===== src/hw/rtl/ssi_pkg.sv =====
// Shared definitions for the segment intersection pipeline.
// Default widths and the control record handed from stage to stage.
// No dependencies.
package ssi_pkg;

   localparam int COORD_BITS_DEF      = 16;
   localparam int PARAM_FRAC_BITS_DEF = 16;

   // per-beat control that travels alongside the datapath
   typedef struct packed {
      logic valid;
      logic hit;
   } ssi_ctl_type;

endpackage


===== src/hw/rtl/ssi_div.sv =====
// Pipelined restoring divider: one quotient bit per stage, F+1 stages.
// Forms t = num/den with F fraction bits for 0 <= num <= den. Depends on ssi_pkg.
module ssi_div
   import ssi_pkg::*;
#(
   parameter int W = COORD_BITS_DEF,
   parameter int F = PARAM_FRAC_BITS_DEF
) (
   input  logic                  clock,
   input  logic                  reset,
   input  logic                  en,
   input  ssi_ctl_type           in_ctl,
   input  logic [2*W+2:0]        num,
   input  logic [2*W+2:0]        den,
   input  logic signed [W-1:0]   in_os_x,
   input  logic signed [W-1:0]   in_os_y,
   input  logic signed [W:0]     in_dx,
   input  logic signed [W:0]     in_dy,
   output ssi_ctl_type           out_ctl,
   output logic [F:0]            quot,
   output logic signed [W-1:0]   out_os_x,
   output logic signed [W-1:0]   out_os_y,
   output logic signed [W:0]     out_dx,
   output logic signed [W:0]     out_dy
);

   localparam int DW = 2*W + 3;
   localparam int NS = F + 1;

   logic [NS-1:0]       valid_ff;
   logic [NS-1:0]       hit_ff;
   logic [DW-1:0]       r_ff    [NS];
   logic [DW-1:0]       d_ff    [NS];
   logic [F:0]          q_ff    [NS];
   logic signed [W-1:0] os_x_ff [NS];
   logic signed [W-1:0] os_y_ff [NS];
   logic signed [W:0]   dx_ff   [NS];
   logic signed [W:0]   dy_ff   [NS];

   logic [DW-1:0] r_src [NS];
   logic [DW-1:0] d_src [NS];
   logic [F:0]    q_src [NS];
   logic [NS-1:0] ge;

   // first stage takes the integer bit without a shift
   always_comb begin
      r_src[0] = num;
      d_src[0] = den;
      q_src[0] = '0;
      for (int k = 1; k < NS; k++) begin
         r_src[k] = r_ff[k-1] << 1;
         d_src[k] = d_ff[k-1];
         q_src[k] = q_ff[k-1] << 1;
      end
      for (int k = 0; k < NS; k++) begin
         ge[k] = (r_src[k] >= d_src[k]);
      end
   end

   always_ff @(posedge clock) begin
      if (reset) begin
         valid_ff <= '0;
      end else if (en) begin
         valid_ff <= {valid_ff[NS-2:0], in_ctl.valid};
      end
   end

   always_ff @(posedge clock) begin
      if (en) begin
         for (int k = 0; k < NS; k++) begin
            r_ff[k] <= ge[k] ? (r_src[k] - d_src[k]) : r_src[k];
            q_ff[k] <= q_src[k] | (F+1)'(ge[k]);
            d_ff[k] <= d_src[k];
         end
         hit_ff     <= {hit_ff[NS-2:0], in_ctl.hit};
         os_x_ff[0] <= in_os_x;
         os_y_ff[0] <= in_os_y;
         dx_ff[0]   <= in_dx;
         dy_ff[0]   <= in_dy;
         for (int k = 1; k < NS; k++) begin
            os_x_ff[k] <= os_x_ff[k-1];
            os_y_ff[k] <= os_y_ff[k-1];
            dx_ff[k]   <= dx_ff[k-1];
            dy_ff[k]   <= dy_ff[k-1];
         end
      end
   end

   assign out_ctl.valid = valid_ff[NS-1];
   assign out_ctl.hit   = hit_ff[NS-1];
   assign quot          = q_ff[NS-1];
   assign out_os_x      = os_x_ff[NS-1];
   assign out_os_y      = os_y_ff[NS-1];
   assign out_dx        = dx_ff[NS-1];
   assign out_dy        = dy_ff[NS-1];

endmodule


===== config.mk =====
export PLATFORM = sky130hd
export DESIGN_NAME = ssi_div
export DESIGN_NICKNAME = d
export VERILOG_FILES = /design/src/hw/rtl/ssi_pkg.sv /design/src/hw/rtl/ssi_div.sv
export SDC_FILE = /design/constraint.sdc
export NUM_CORES = 2
export LEC_CHECK = 0
export BUFFER_PORTS_ARGS = -buffer_cell sky130_fd_sc_hd__buf_2
export CORE_AREA = 2 2 401 482
export DETAILED_ROUTE_END_ITERATION = 7
export DIE_AREA = 0 0 403 484
export PLACE_DENSITY = 0.74
export SYNTH_ARGS = -nofsm -noshare
export SYNTH_HDL_FRONTEND = slang
export SYNTH_SLANG_ARGS = --single-unit

===== constraint.sdc =====
create_clock -name clock -period 7.6 [get_ports clock]
set_clock_uncertainty 0.15 [all_clocks]
set_input_delay 1.52 -clock clock [delete_from_list [all_inputs] [get_ports clock]]
set_output_delay 1.52 -clock clock [all_outputs]
set_load 0.01 [all_outputs]

==> results by group <==
Outcome
  – Run status: finished, final reports clean

Clock network
  – H-Tree Depth: 4
  – Clock tree from TritonCTS: done
  – Clock slew seen by the registers of the worst setup and hold paths: 70 ps
  – Cells resized by post-CTS repair: 0
  – Clock buffer depth: 3
  – Buffer cell driving the clock tree root: sky130_fd_sc_hd__clkbuf_16
  – CTS Sinks: 2413
  – Count of hold buffers inserted by post-cts repair: 0
  – Clock insertion delay at the later pin of the skew report: 880 ps
  – Post-CTS setup buffers: 0
  – TritonCTS Buffers: 229

Routing
  – Residual DRC count: 0
  – Routed wire length per instance: 19.3 µm
  – DR WL met3: 5540 µm
  – Mean number of vias per cell: 5.62
  – First-pass iteration count of the detailed router: 7
  – M1 WL: 74400 µm
  – DRT iter0 DRCs: 3758
  – Uppermost layer routed: met4
  – Post-Route WL: 212000 µm
  – Count of vias placed by the detailed router: 61774
  – Antenna-violating nets left: 0
  – Sum of met2 wire segment lengths after detailed routing: 120000 µm

Timing
  – Slew of the pin with the lowest slew margin: 1250 ps
  – Number of setup violations in the final report: 0
  – Setup TNS: 0 ps
  – Clock period minus worst slack: 4920 ps
  – Total count of max-transition violations in the final report: 0
  – Crit share post-route: 64.7%
  – FMAX: 0.203 GHz
  – Max-slew headroom: 16.6%
  – Final Hold Fails: 0
  – Setup repair after global routing missed its margin: false

Hold path
  – Worst hold path type: register to register
  – Cell depth of the worst min-delay path: 0
  – Startpoint of the lowest-slack hold path: os_y_ff[0][11]
  – Endpoint of the worst hold path: os_y_ff[1][11]

Global route
  – Number of antenna violations at the first check in global routing: 3
  – Global route total overflow: 0
  – Number of global-route vias before repair: 64285
  – Largest net degree at the start of global routing: 192
  – Total Routing Usage GR: 21.7%
  – Wire length of the first global-routing pass: 333000 µm

Critical path
  – Cell occurring most often along the worst timing path: sky130_fd_sc_hd__o21ai_0
  – Endpoint of the lowest-slack register-to-register path: r_ff[0][378]
  – Worst path arrival time: 5320 ps
  – Element type at the critical path start: register
  – Chain of cells forming the critical path: inv_1, fa_1, a21oi_1, o21ai_0, o311ai_1, nand3_1, a31oi_1, o21bai_1, a221oi_2, o21ai_0, xor2_1, mux2_2
  – Number of cells traversed by the worst register-to-register path: 12
  – Worst endpoint required time: 8000 ps
  – Type of the setup path with the least slack: register to register
  – Library cell contributing the largest single delay on the critical path: sky130_fd_sc_hd__a221oi_2
  – FF-to-FF setup slack: 2680 ps
  – Peak fanout along the critical path: 5
  – Worst Setup End Kind: register
  – Biggest cell delay along the critical path: 690 ps
  – Critical register-to-register path startpoint: d_ff[0][315]

Placement
  – Final Wtd Congestion: 0.953
  – Number of buffers added on ports: 225
  – Detailed Place HPWL: 153000 µm

Yosys
  – Fraction of synthesized cell area taken by the top area cell type: 65.5%
  – Number of distinct library cell variants in the gate-level netlist after synthesis: 95
  – Mean instance size in the synthesized netlist: 13.8 µm²
  – Syn Std Cell Area: 110000 µm²
  – Top cells by count, synth: 2396 x sky130_fd_sc_hd__edfxtp_1, 724 x sky130_fd_sc_hd__inv_1, 594 x sky130_fd_sc_hd__ha_1
  – EDFF count, synth: 2396
  – Share of synthesized registers carrying an async set or reset: 0%
  – Post-synthesis sequential area ratio: 65.8%
  – Most repeated cell in the gate-level netlist after synthesis: sky130_fd_sc_hd__edfxtp_1
  – Number of nets produced by synthesis: 8720
  – Cell types occupying the most area after synthesis: sky130_fd_sc_hd__edfxtp_1 66%, sky130_fd_sc_hd__ha_1 6.8%, sky130_fd_sc_hd__inv_1 2.5%
  – Most area-hungry cell type in the Yosys netlist: sky130_fd_sc_hd__edfxtp_1
  – Prevailing post-synth register cell: sky130_fd_sc_hd__edfxtp_1
  – Flops & latches, synth: 2413
  – Cells after synthesis: 7969
  – Ys Warns: 0

Power
  – Leakage: 48.3 nW
  – Power density of the placed cells: 379 nW/µm²
  – Worst ir drop on vdd: 0.252 mV

Floorplanning
  – Floorplan die height: 484 µm
  – I/O pin total: 226
  – Core area: 191000 µm²
  – # rows: 176
  – Initial standard-cell utilization of the core: 57.6%
  – X dimension of the die: 403 µm
  – Die outline area: 195000 µm²

Final layout
  – Number of fillers in the final layout: 13694
  – Post-synthesis to final-layout area growth: 10.7%
  – Layout cell share with drive strength beyond 1: 11.4%
  – Finished Core Util: 63.8%
  – Final nets: 9045

Flow run
  – Max-cap viol count: 0
-- worst max-delay path, delay by kind of cell (launching register included) --
| family | cells | cell delay, ps |
|---|---|---|
| flip-flops | 1 | 410 |
| AND/OR/NAND/NOR | 1 | 240 |
| AO/OA/AOI/OAI | 7 | 2770 |
| buffers and inverters | 1 | 110 |
| multiplexers | 1 | 280 |
| XOR/XNOR | 1 | 190 |
| adder cells (fa/ha/maj) | 1 | 460 |
-- where the power goes --
part	switching (mW)	internal [mW]	total, mW
registers	1.00	17.6	18.6
logic	9.26	6.87	16.1
clock network	4.88	6.48	11.4
total	15.1	30.9	46.0
-- worst max path at each step --
| stage | from | endpoint | slack (ps) | depth (start not counted) |
|---|---|---|---|---|
| after CTS | d_ff[0][315] | r_ff[0][378] | 2790 | 12 |
| after floorplan | den[6] | r_ff[0][31] | 3200 | 13 |
| final | d_ff[0][315] | r_ff[0][378] | 2680 | 12 |
| after global placement | den[1] | r_ff[0][1] | 1880 | 14 |
| after global routing | d_ff[0][36] | r_ff[0][71] | 2610 | 12 |
| after detailed placement | den[1] | r_ff[0][1] | 1920 | 14 |
-- metrics by stage --
| stage | power (mW) | hold slack (ps) | worst slack, ps | cells | instance area, µm² |
|---|---|---|---|---|---|
| after floorplan | 30.5 | 250 | 3200 | 7969 | 110000 |
| after global placement | 34.4 | 250 | 1880 | 10555 | 114000 |
| after detailed placement | 34.8 | 255 | 1920 | 10555 | 114000 |
| after CTS | 46.3 | 218 | 2790 | 10980 | 122000 |
| after global routing | 48.7 | 238 | 2610 | 10984 | 122000 |
| final | 46.0 | 227 | 2680 | 10986 | 122000 |
-- layout by cell type, fill, tap and decap left out, types with 224 or more instances in the layout --
| cell | synthesis | layout |
|---|---|---|
| sky130_fd_sc_hd__nand2_1 | 506 | 506 |
| sky130_fd_sc_hd__ha_1 | 594 | 594 |
| sky130_fd_sc_hd__inv_1 | 724 | 724 |
| sky130_fd_sc_hd__clkbuf_16 | 0 | 232 |
| sky130_fd_sc_hd__nor2_1 | 246 | 246 |
| sky130_fd_sc_hd__xnor2_1 | 278 | 278 |
| sky130_fd_sc_hd__a21o_1 | 361 | 361 |
| sky130_fd_sc_hd__o21ai_0 | 492 | 492 |
| sky130_fd_sc_hd__buf_2 | 27 | 224 |
| sky130_fd_sc_hd__mux2_2 | 233 | 233 |
| sky130_fd_sc_hd__edfxtp_1 | 2396 | 2396 |
| sky130_fd_sc_hd__a21oi_1 | 495 | 494 |
-- registers in the layout, indices dropped and copies added, names as in the netlist --
| register | flops |
|---|---|
| dx_ff | 289 |
| d_ff | 560 |
| dy_ff | 289 |
| hit_ff | 17 |
| os_x_ff | 272 |
| q_ff | 153 |
| os_y_ff | 272 |
| r_ff | 544 |
| valid_ff | 17 |
-- per-layer routing --
layer,track usage [%],vias up
met5,0,-
met4,12.4,0
met3,2.51,530
met2,43.3,1238
met1,21.1,29689
li1,-,30317
-- cells by family after synthesis --
kind of cell             count (synthesis)  synth area share, %
flip-flops                            2413                 65.8
multiplexers                           299                 3.14
adder cells (fa/ha/maj)                610                 7.06
XOR/XNOR                               480                 3.83
buffers and inverters                  919                 3.32
AO/OA/AOI/OAI                         1886                 10.9
AND/OR/NAND/NOR                       1362                 5.96
-- final cells by class --
| type | count | area (µm²) | share of cell area (%) |
|---|---|---|---|
| Antenna cell | 6 | 15.0 | 0.0123 |
| Tap cell | 2492 | 3120 | 2.56 |
| Clock inverter | 139 | 1600 | 1.32 |
| Inverter | 724 | 2720 | 2.23 |
| Sequential cell | 2413 | 72300 | 59.4 |
| Timing Repair Buffer | 289 | 1800 | 1.48 |
| Clock buffer | 286 | 6060 | 4.98 |
| Multi-Input combinational cell | 4637 | 34000 | 28.0 |
(Power assumes the default switching activity.)
