**config.mk**
```make
export PLATFORM = sky130hd
export DESIGN_NAME = ssi_lerp
export DESIGN_NICKNAME = d
export VERILOG_FILES = /design/src/hw/rtl/ssi_pkg.sv /design/src/hw/rtl/ssi_lerp.sv
export SDC_FILE = /design/constraint.sdc
export NUM_CORES = 1
export LEC_CHECK = 0
export BUFFER_PORTS_ARGS = -buffer_cell sky130_fd_sc_hd__buf_2
export CORE_MARGIN = 3
export CORE_UTILIZATION = 45
export CTS_CLUSTER_DIAMETER = 200
export CTS_CLUSTER_SIZE = 8
export DETAILED_ROUTE_END_ITERATION = 7
export SLEW_MARGIN = 20
export SYNTH_ARGS = -nofsm -noshare
export SYNTH_HDL_FRONTEND = slang
export SYNTH_SLANG_ARGS = --single-unit
```
**constraint.sdc**
```tcl
create_clock -name clock -period 5.5 [get_ports clock]
set_input_delay 0.275 -clock clock [delete_from_list [all_inputs] [get_ports clock]]
set_output_delay 0.275 -clock clock [all_outputs]
set_load 0.005 [all_outputs]
```
**src/hw/rtl/ssi_pkg.sv**
```systemverilog
// Shared definitions for the segment intersection pipeline.
// Default widths and the control record handed from stage to stage.
// No dependencies.
package ssi_pkg;

   localparam int COORD_BITS_DEF      = 16;
   localparam int PARAM_FRAC_BITS_DEF = 16;

   // per-beat control that travels alongside the datapath
   typedef struct packed {
      logic valid;
      logic hit;
   } ssi_ctl_type;

endpackage

```
**src/hw/rtl/ssi_lerp.sv**
```systemverilog
// Interpolation along the second segment: multiply stage, then round to
// nearest (halves up), offset and zero on miss into the output register. Depends on ssi_pkg.
module ssi_lerp
   import ssi_pkg::*;
#(
   parameter int W = COORD_BITS_DEF,
   parameter int F = PARAM_FRAC_BITS_DEF
) (
   input  logic                  clock,
   input  logic                  reset,
   input  logic                  en,
   input  ssi_ctl_type           in_ctl,
   input  logic [F:0]            t,
   input  logic signed [W-1:0]   in_os_x,
   input  logic signed [W-1:0]   in_os_y,
   input  logic signed [W:0]     in_dx,
   input  logic signed [W:0]     in_dy,
   output logic                  out_valid,
   output logic                  out_hit,
   output logic signed [W-1:0]   out_x,
   output logic signed [W-1:0]   out_y
);

   localparam int MW = W + F + 3;
   localparam logic signed [MW-1:0] HALF = MW'(1) <<< (F-1);

   logic                 ctl_valid_ff, ctl_hit_ff;
   logic signed [W-1:0]  os_x_ff, os_y_ff;
   logic signed [MW-1:0] px_ff, py_ff, px_in, py_in;
   logic signed [F+1:0]  t_s;

   logic                 valid_ff, hit_ff;
   logic signed [W-1:0]  x_ff, y_ff;
   logic signed [MW-1:0] sx, sy, fx, fy;

   assign t_s = $signed({1'b0, t});

   always_comb begin
      px_in = in_dx * t_s;
      py_in = in_dy * t_s;
   end

   // floor((p + half) / 2^F) + start
   always_comb begin
      sx = px_ff + HALF;
      sy = py_ff + HALF;
      fx = MW'(os_x_ff) + (sx >>> F);
      fy = MW'(os_y_ff) + (sy >>> F);
   end

   always_ff @(posedge clock) begin
      if (reset) begin
         ctl_valid_ff <= 1'b0;
         valid_ff     <= 1'b0;
      end else if (en) begin
         ctl_valid_ff <= in_ctl.valid;
         valid_ff     <= ctl_valid_ff;
      end
   end

   always_ff @(posedge clock) begin
      if (en) begin
         ctl_hit_ff <= in_ctl.hit;
         os_x_ff    <= in_os_x;
         os_y_ff    <= in_os_y;
         px_ff      <= px_in;
         py_ff      <= py_in;
         hit_ff     <= ctl_hit_ff;
         x_ff       <= ctl_hit_ff ? fx[W-1:0] : '0;
         y_ff       <= ctl_hit_ff ? fy[W-1:0] : '0;
      end
   end

   assign out_valid = valid_ff;
   assign out_hit   = hit_ff;
   assign out_x     = x_ff;
   assign out_y     = y_ff;

endmodule

```
==> results of run 1 <==
## layout make-up
| class | count | share of cell area (%) |
|---|---|---|
| timing repair buffer | 337 | 9.63 |
| clock inverter | 7 | 0.268 |
| multi-input combinational | 1673 | 67.4 |
| clock buffer | 9 | 0.845 |
| inverter | 516 | 7.27 |
| sequential | 102 | 11.4 |
| tap | 672 | 3.15 |
## Yosys cell counts, types with 3 or more instances
cell,count
a211oi_1,3
a211oi_2,3
a21o_1,21
a21oi_1,46
a31oi_1,3
and2_1,320
and3_1,18
and3b_1,3
clkbuf_1,92
edfxtp_1,100
fa_1,448
ha_1,244
inv_1,515
nand2_1,273
nand2b_1,16
nand3_1,23
nand4_1,8
nor2_1,50
nor2b_1,9
nor3_1,10
o211ai_1,3
o21a_1,7
o21ai_0,21
o21bai_1,8
or3_1,5
xnor2_1,69
xor2_1,28
## metrics by stage
stage,setup TNS [ps],utilization [%],instances
global placement,-7490,51.4,3283
finish,0,53.0,3316
detailed placement,-9700,51.4,3283
floorplan,-284,-,2383
CTS,-31.2,52.5,3308
global route,-1180,53.0,3316
## state kept, by name, indices dropped and copies added, names as in the netlist, 16 cells and up
signal / count
os_x_ff: 16
os_y_ff: 16
out_x: 16
out_y: 16
px_ff: 17
py_ff: 17
## timing repair
action / CTS / global route
resized for setup: 51 / 65
setup buffers: 8 / 10
endpoints found under the hold margin: 0 / 0
pin swaps: 22 / 47
gates cloned: 1 / 0
endpoints found under the setup margin: 14 / 22
## per-layer routing
| layer | vias to the layer above | track usage (%) | share of wire (%) |
|---|---|---|---|
| met5 | - | 0 | 0.091 |
| met4 | 8 | 4.57 | 1.8 |
| met3 | 53 | 2.11 | 3.8 |
| met2 | 292 | 36.2 | 49 |
| met1 | 8290 | 29.3 | 46 |
| li1 | 7708 | - | - |
## worst max-delay path, stage by stage
cell and delay, ps:
buf_12 100, buf_12 120, buf_6 120, buf_4 120, nand2_1 70, fa_1 540
inv_1 70, fa_1 580, fa_1 440, fa_1 490, fa_1 500, inv_1 50
fa_1 470, inv_1 40, ha_1 310, a21o_1 170, a21o_1 200, a21oi_4 190
a21oi_4 110, o2111ai_4 240, a31oi_4 130, a21oi_2 150, xnor2_1 80
## kinds of logic (layout without fill, tap and decap cells)
kind of cell,after synthesis,count (layout),share of synthesized area [%]
AO/OA/AOI/OAI,138,138,4.11
XOR/XNOR,97,97,3.69
adder cells (fa/ha/maj),692,692,52.3
buffers and inverters,608,869,9.92
flip-flops,102,102,13.2
multiplexers,2,2,0.0871
AND/OR/NAND/NOR,744,744,16.7
## final timing paths
| path | end | slack [ps] | cells after the start |
|---|---|---|---|
| worst max-delay path | px_ff[31]$_DFFE_PP_ | 30 | 23 |
| worst min-delay path | os_x_ff[10]$_DFFE_PP_ | 70 | 1 |
| worst max register to register | out_y[14]$_SDFFCE_PN0P_ | 1910 | 12 |
| worst min register to register | ctl_valid_ff$_SDFFE_PP0P_ | 500 | 2 |
==> flow_metrics.py, run 1 <==
metrics = {
    "place": {
        "gp_congestion": 0.888,
        "io_buffer_count": 121,
        "placed_area_um2": 25800,
        "dpl_worst_slack_ps": -564,
        "dp_hpwl_um": 46700,
    },
    "clocking": {
        "clock_latency_ps": 370,
        "cts_tree": "done",
        "cts_buffers": 9,
        "cts_root_buf": "clkbuf_16",
        "clk_pin_slew_ps": 80,
        "hold_buffers": 0,
        "clockBufferDepth": 2,
        "cts-htree-levels": 3,
        "clkSinkCount": 102,
    },
    "setup_path": {
        "cp.arrival_ps": 5580,
        "path_max_fanout": 7,
        "cp.required_ps": 5610,
        "crit-reg2reg-launch": "py_ff[15]$_DFFE_PP_",
        "path_class": "in -> reg",
        "crit_path_start_kind": "input port",
        "worst_setup_path_end_kind": "flip-flop",
        "crit_path_start": "t[6]",
    },
    "floorplanning": {
        "num_rows": 82,
        "dieArea_um2": 53800,
        "die_w_um": 232,
        "core-area_um2": 50300,
        "die_y_um": 232,
        "initial_core_util_pct": 45.7,
        "io_pins": 122,
    },
    "status": {
        "status": "finished clean",
    },
    "finish": {
        "final_nets": 3419,
        "n_antenna_cell": 0,
        "final_cell_mix": "502 x inv_1, 441 x fa_1, 311 x and2_1",
        "multiInputGateArea_um2": 18000,
        "final_layout_size_suffix_gt1_share_pct": 16.4,
        "seq_area_um2": 3040,
        "final_common_cell": "inv_1",
        "nFillCells": 4633,
        "syn2layout_area_growth_pct": 15.9,
        "fin_area_um2": 26700,
    },
    "grt": {
        "grt_pass1_vias": 17900,
        "grt_max_degree": 60,
        "antenna_found_initial": 4,
        "grt-ovfl-total": 0,
        "track_usage_pct": 21.1,
        "grt_first_pass_wirelength_um": 90800,
    },
    "timing": {
        "fmax_ghz": 0.183,
        "period_share_pct": 99.5,
        "hold_slack_ps": 71.8,
        "hold_violations": 0,
        "slew_headroom_pct": 35.5,
        "worst_slew_pin_slew_ps": 968,
        "skew_ps": 10.9,
        "layout_setup_ws_ps": 29.4,
        "fin_crit_ps": 5470,
        "slew_violations": 0,
        "finalSetupViolations": 0,
        "rsz0062_at_grt": "true",
    },
    "routing": {
        "drtIter0Drc": 755,
        "viasPerCell": 4.93,
        "drt_wl_total_um": 54100,
        "ant_nets": 0,
        "route.vias.total": 16400,
        "first_pass_iters": 5,
        "detail_route.wl_per_cell_um": 16.3,
        "drc_errors": 0,
    },
    "synthesis": {
        "synth-main-ff-cell": "edfxtp_1",
        "synth_seq_cells": 102,
        "ys_seq_area_share_pct": 13.2,
        "synthCells": 2383,
        "synth_top_area_share_pct": 39.0,
        "yosys.area.top_type": "fa_1",
        "syn-num-nets": 3163,
        "netlist_area_um2": 23000,
        "syn_area_per_cell_um2": 9.65,
        "yosysWarnings": 0,
        "synthArstFlopShare_pct": 0,
        "synth_area_leaders": "fa_1 39%, ha_1 13%, edfxtp_1 13%, and2_1 8.7%, inv_1 8.4%",
        "synth_edf_count": 100,
        "synth.distinct_cells": 54,
    },
    "worst_hold_path": {
        "hp-class": "in -> reg",
        "min_from": "in_os_x[10]",
    },
    "flow_run": {
        "maxCapViolations": 0,
    },
}
Power of run 1 is left out: the tool's default activity adds up to more than one toggle a clock period on the data nets, which glitch-free logic cannot reach.
==> inputs of run 2 (changes only) <==
--- a/config.mk
+++ b/config.mk
@@ -11,6 +11,7 @@
 export CTS_CLUSTER_DIAMETER = 200
 export CTS_CLUSTER_SIZE = 8
 export DETAILED_ROUTE_END_ITERATION = 7
+export PLACE_DENSITY = 0.69
 export SLEW_MARGIN = 20
 export SYNTH_ARGS = -nofsm -noshare
 export SYNTH_HDL_FRONTEND = slang
==> run 2 against run 1 <==
Net effect:
- the run now ends with setup timing left
- sequential share of layout area about the same
- utilization about the same
- global-route usage shrank 0.13 points
- first-iteration DRC count up 27%
- non-clock buffer count down 2
- routed wire length rose by 1.2%
- register-to-register slack gained 100 ps
- fmax is 1.3% lower
- sequential cell count unchanged
- die area did not move
- final area barely moved
- critical endpoint is now py_ff[30]$_DFFE_PP_
- highest routed layer unchanged
==> flow_metrics.py, run 2 (synthesis results as in run 1) <==
metrics = {
    "flow_run": {
        "maxCapViolations": 0,
    },
    "routing": {
        "ant_nets": 0,
        "route.vias.total": 16700,
        "drt_wl_total_um": 54800,
        "viasPerCell": 5.05,
        "detail_route.wl_per_cell_um": 16.5,
        "first_pass_iters": 5,
        "drtIter0Drc": 958,
        "drc_errors": 0,
    },
    "timing": {
        "fin_crit_ps": 5540,
        "layout_setup_ws_ps": -44.1,
        "worst_slew_pin_slew_ps": 718,
        "finalSetupViolations": 1,
        "skew_ps": 16.3,
        "rsz0062_at_grt": "true",
        "slew_violations": 0,
        "hold_violations": 0,
        "slew_headroom_pct": 52.1,
        "fmax_ghz": 0.180,
        "period_share_pct": 101,
    },
    "finish": {
        "final_cell_mix": "507 x inv_1, 438 x fa_1, 308 x and2_1",
        "syn2layout_area_growth_pct": 16.0,
        "top_regs": "px_ff x17, py_ff x17",
        "final_layout_size_suffix_gt1_share_pct": 16.2,
        "final_cells": 3315,
        "final_nets": 3417,
        "final_common_cell": "inv_1",
    },
    "clocking": {
        "clkSinkCount": 102,
        "cts_buffers": 9,
        "cts_tree": "done",
        "cts_root_buf": "clkbuf_16",
        "clk_pin_slew_ps": 80,
        "clock_latency_ps": 380,
        "cts-htree-levels": 3,
        "clockBufferDepth": 2,
    },
    "setup_path": {
        "r2r-end": "out_x[14]$_SDFFCE_PN0P_",
        "worst_setup_path_end_kind": "flip-flop",
        "crit_path_start_kind": "input port",
        "crit_end": "py_ff[30]$_DFFE_PP_",
        "r2r_setup_slack_ps": 2010,
        "cp.arrival_ps": 5670,
        "path_max_fanout": 5,
        "r2r.worst_path.cells": 12,
        "crit-reg2reg-launch": "px_ff[15]$_DFFE_PP_",
        "cp.required_ps": 5630,
        "path_class": "in -> reg",
        "crit_path_start": "t[8]",
    },
    "floorplanning": {
        "die_w_um": 232,
        "dieArea_um2": 53800,
        "initial_core_util_pct": 45.7,
        "core-area_um2": 50300,
        "io_pins": 122,
        "die_y_um": 232,
        "num_rows": 82,
    },
    "grt": {
        "grt-ovfl-total": 0,
        "grt_pass1_vias": 18100,
        "grt_max_degree": 53,
        "antenna_found_initial": 1,
        "track_usage_pct": 21.0,
        "grt_first_pass_wirelength_um": 90500,
    },
    "place": {
        "gp_congestion": 0.902,
        "dp.cells": 3273,
        "dp_hpwl_um": 46500,
        "io_buffer_count": 121,
        "dpl_worst_slack_ps": -579,
    },
    "status": {
        "status": "complete, but fails checks",
        "violations": "setup timing",
    },
    "pwr": {
        "clkPwrFrac_pct": 3.3,
        "ir_worst_vdd_mv": 1.07,
        "total_power_mw": 19.4,
        "power.leakage_nw": 13.5,
        "swShare_pct": 45.1,
        "powerDensity_nw_per_um2": 726,
        "p_int_mw": 10.6,
        "combPwrFrac_pct": 86.6,
        "seqPwrFrac_pct": 10.1,
        "netSwitchingPower_mw": 8.75,
    },
    "worst_hold_path": {
        "hp-class": "in -> reg",
    },
}
==> run 2: cell count changes in the layout (fill, tap and decap cells not counted), moves of 4 or more <==
cell   change
inv_1      +5
buf_4      -9
buf_2      +4
inv_2      -5
==> run 2: cell type report <==
class,count,area (um^2)
diodes,1,2.50
clock buffers,9,225
clock inverters,7,57.6
fillers,4541,23600
inverters,516,1940
multi-input cells,1673,18000
flip-flops and latches,102,3040
well taps,672,841
repair buffers,335,2590
==> run 2: metal layers <==
layer	up-vias	track usage (%)	share of wire [%]
met4	2	5.75	2.2
met2	429	35.2	48
met3	87	2.20	4.8
li1	7700	-	-
met1	8517	29.2	45
met5	-	0	0.015
==> run 2: worst min-delay path by stage <==
stage,slack [ps],end,from,cells past startpoint
after detailed placement,450,os_y_ff[11]$_DFFE_PP_,in_os_y[11],1
final,60,os_y_ff[11]$_DFFE_PP_,in_os_y[11],1
after floorplan,350,ctl_valid_ff$_SDFFE_PP0P_,reset,1
after global routing,60,os_x_ff[14]$_DFFE_PP_,in_os_x[14],1
after CTS,50,ctl_valid_ff$_SDFFE_PP0P_,reset,2
after global placement,450,ctl_valid_ff$_SDFFE_PP0P_,reset,2
==> run 2: critical path: stages <==
cell      delay (ps)
buf_12           120
and2_4           150
fa_1             530
inv_1             50
fa_1             470
fa_1             500
inv_1             50
fa_1             460
fa_1             500
inv_1             50
fa_1             500
inv_2             50
ha_4             210
a21o_1           180
a21o_1           190
a21oi_2          160
nor3b_4          260
a211oi_2         110
a41o_1           270
a211oi_2         260
o21bai_1         140
xor2_1           180
==> run 2: timing repair <==
action	CTS	global route
hold buffers	0	0
resized for setup	33	81
endpoints found under the setup margin	14	20
pin swaps	11	34
setup buffers	5	17
endpoints found under the hold margin	0	0
cloned	0	4
==> run 2: stage by stage <==
| step | cell area, um^2 | hold WS (ps) | setup TNS (ps) | utilization, % |
|---|---|---|---|---|
| after global routing | 26700 | 56.9 | -1380 | 53.1 |
| after global placement | 25800 | 446 | -7210 | 51.3 |
| after CTS | 26200 | 49.0 | -25.3 | 52.1 |
| after floorplan | 23200 | 347 | -284 | - |
| after detailed placement | 25800 | 454 | -9290 | 51.3 |
| final | 26700 | 64.0 | -44.1 | 53.1 |
==> run 2: power groups by stage <==
stage	logic [mW]	registers, mW	clock network [mW]
after CTS	15.7	1.97	0.661
after detailed placement	15.3	1.98	0
after floorplan	10.4	1.95	0
final	16.8	1.97	0.640
after global routing	19.0	1.99	0.689
after global placement	14.9	1.97	0
No activity file was read; power rests on OpenSTA's default activity.
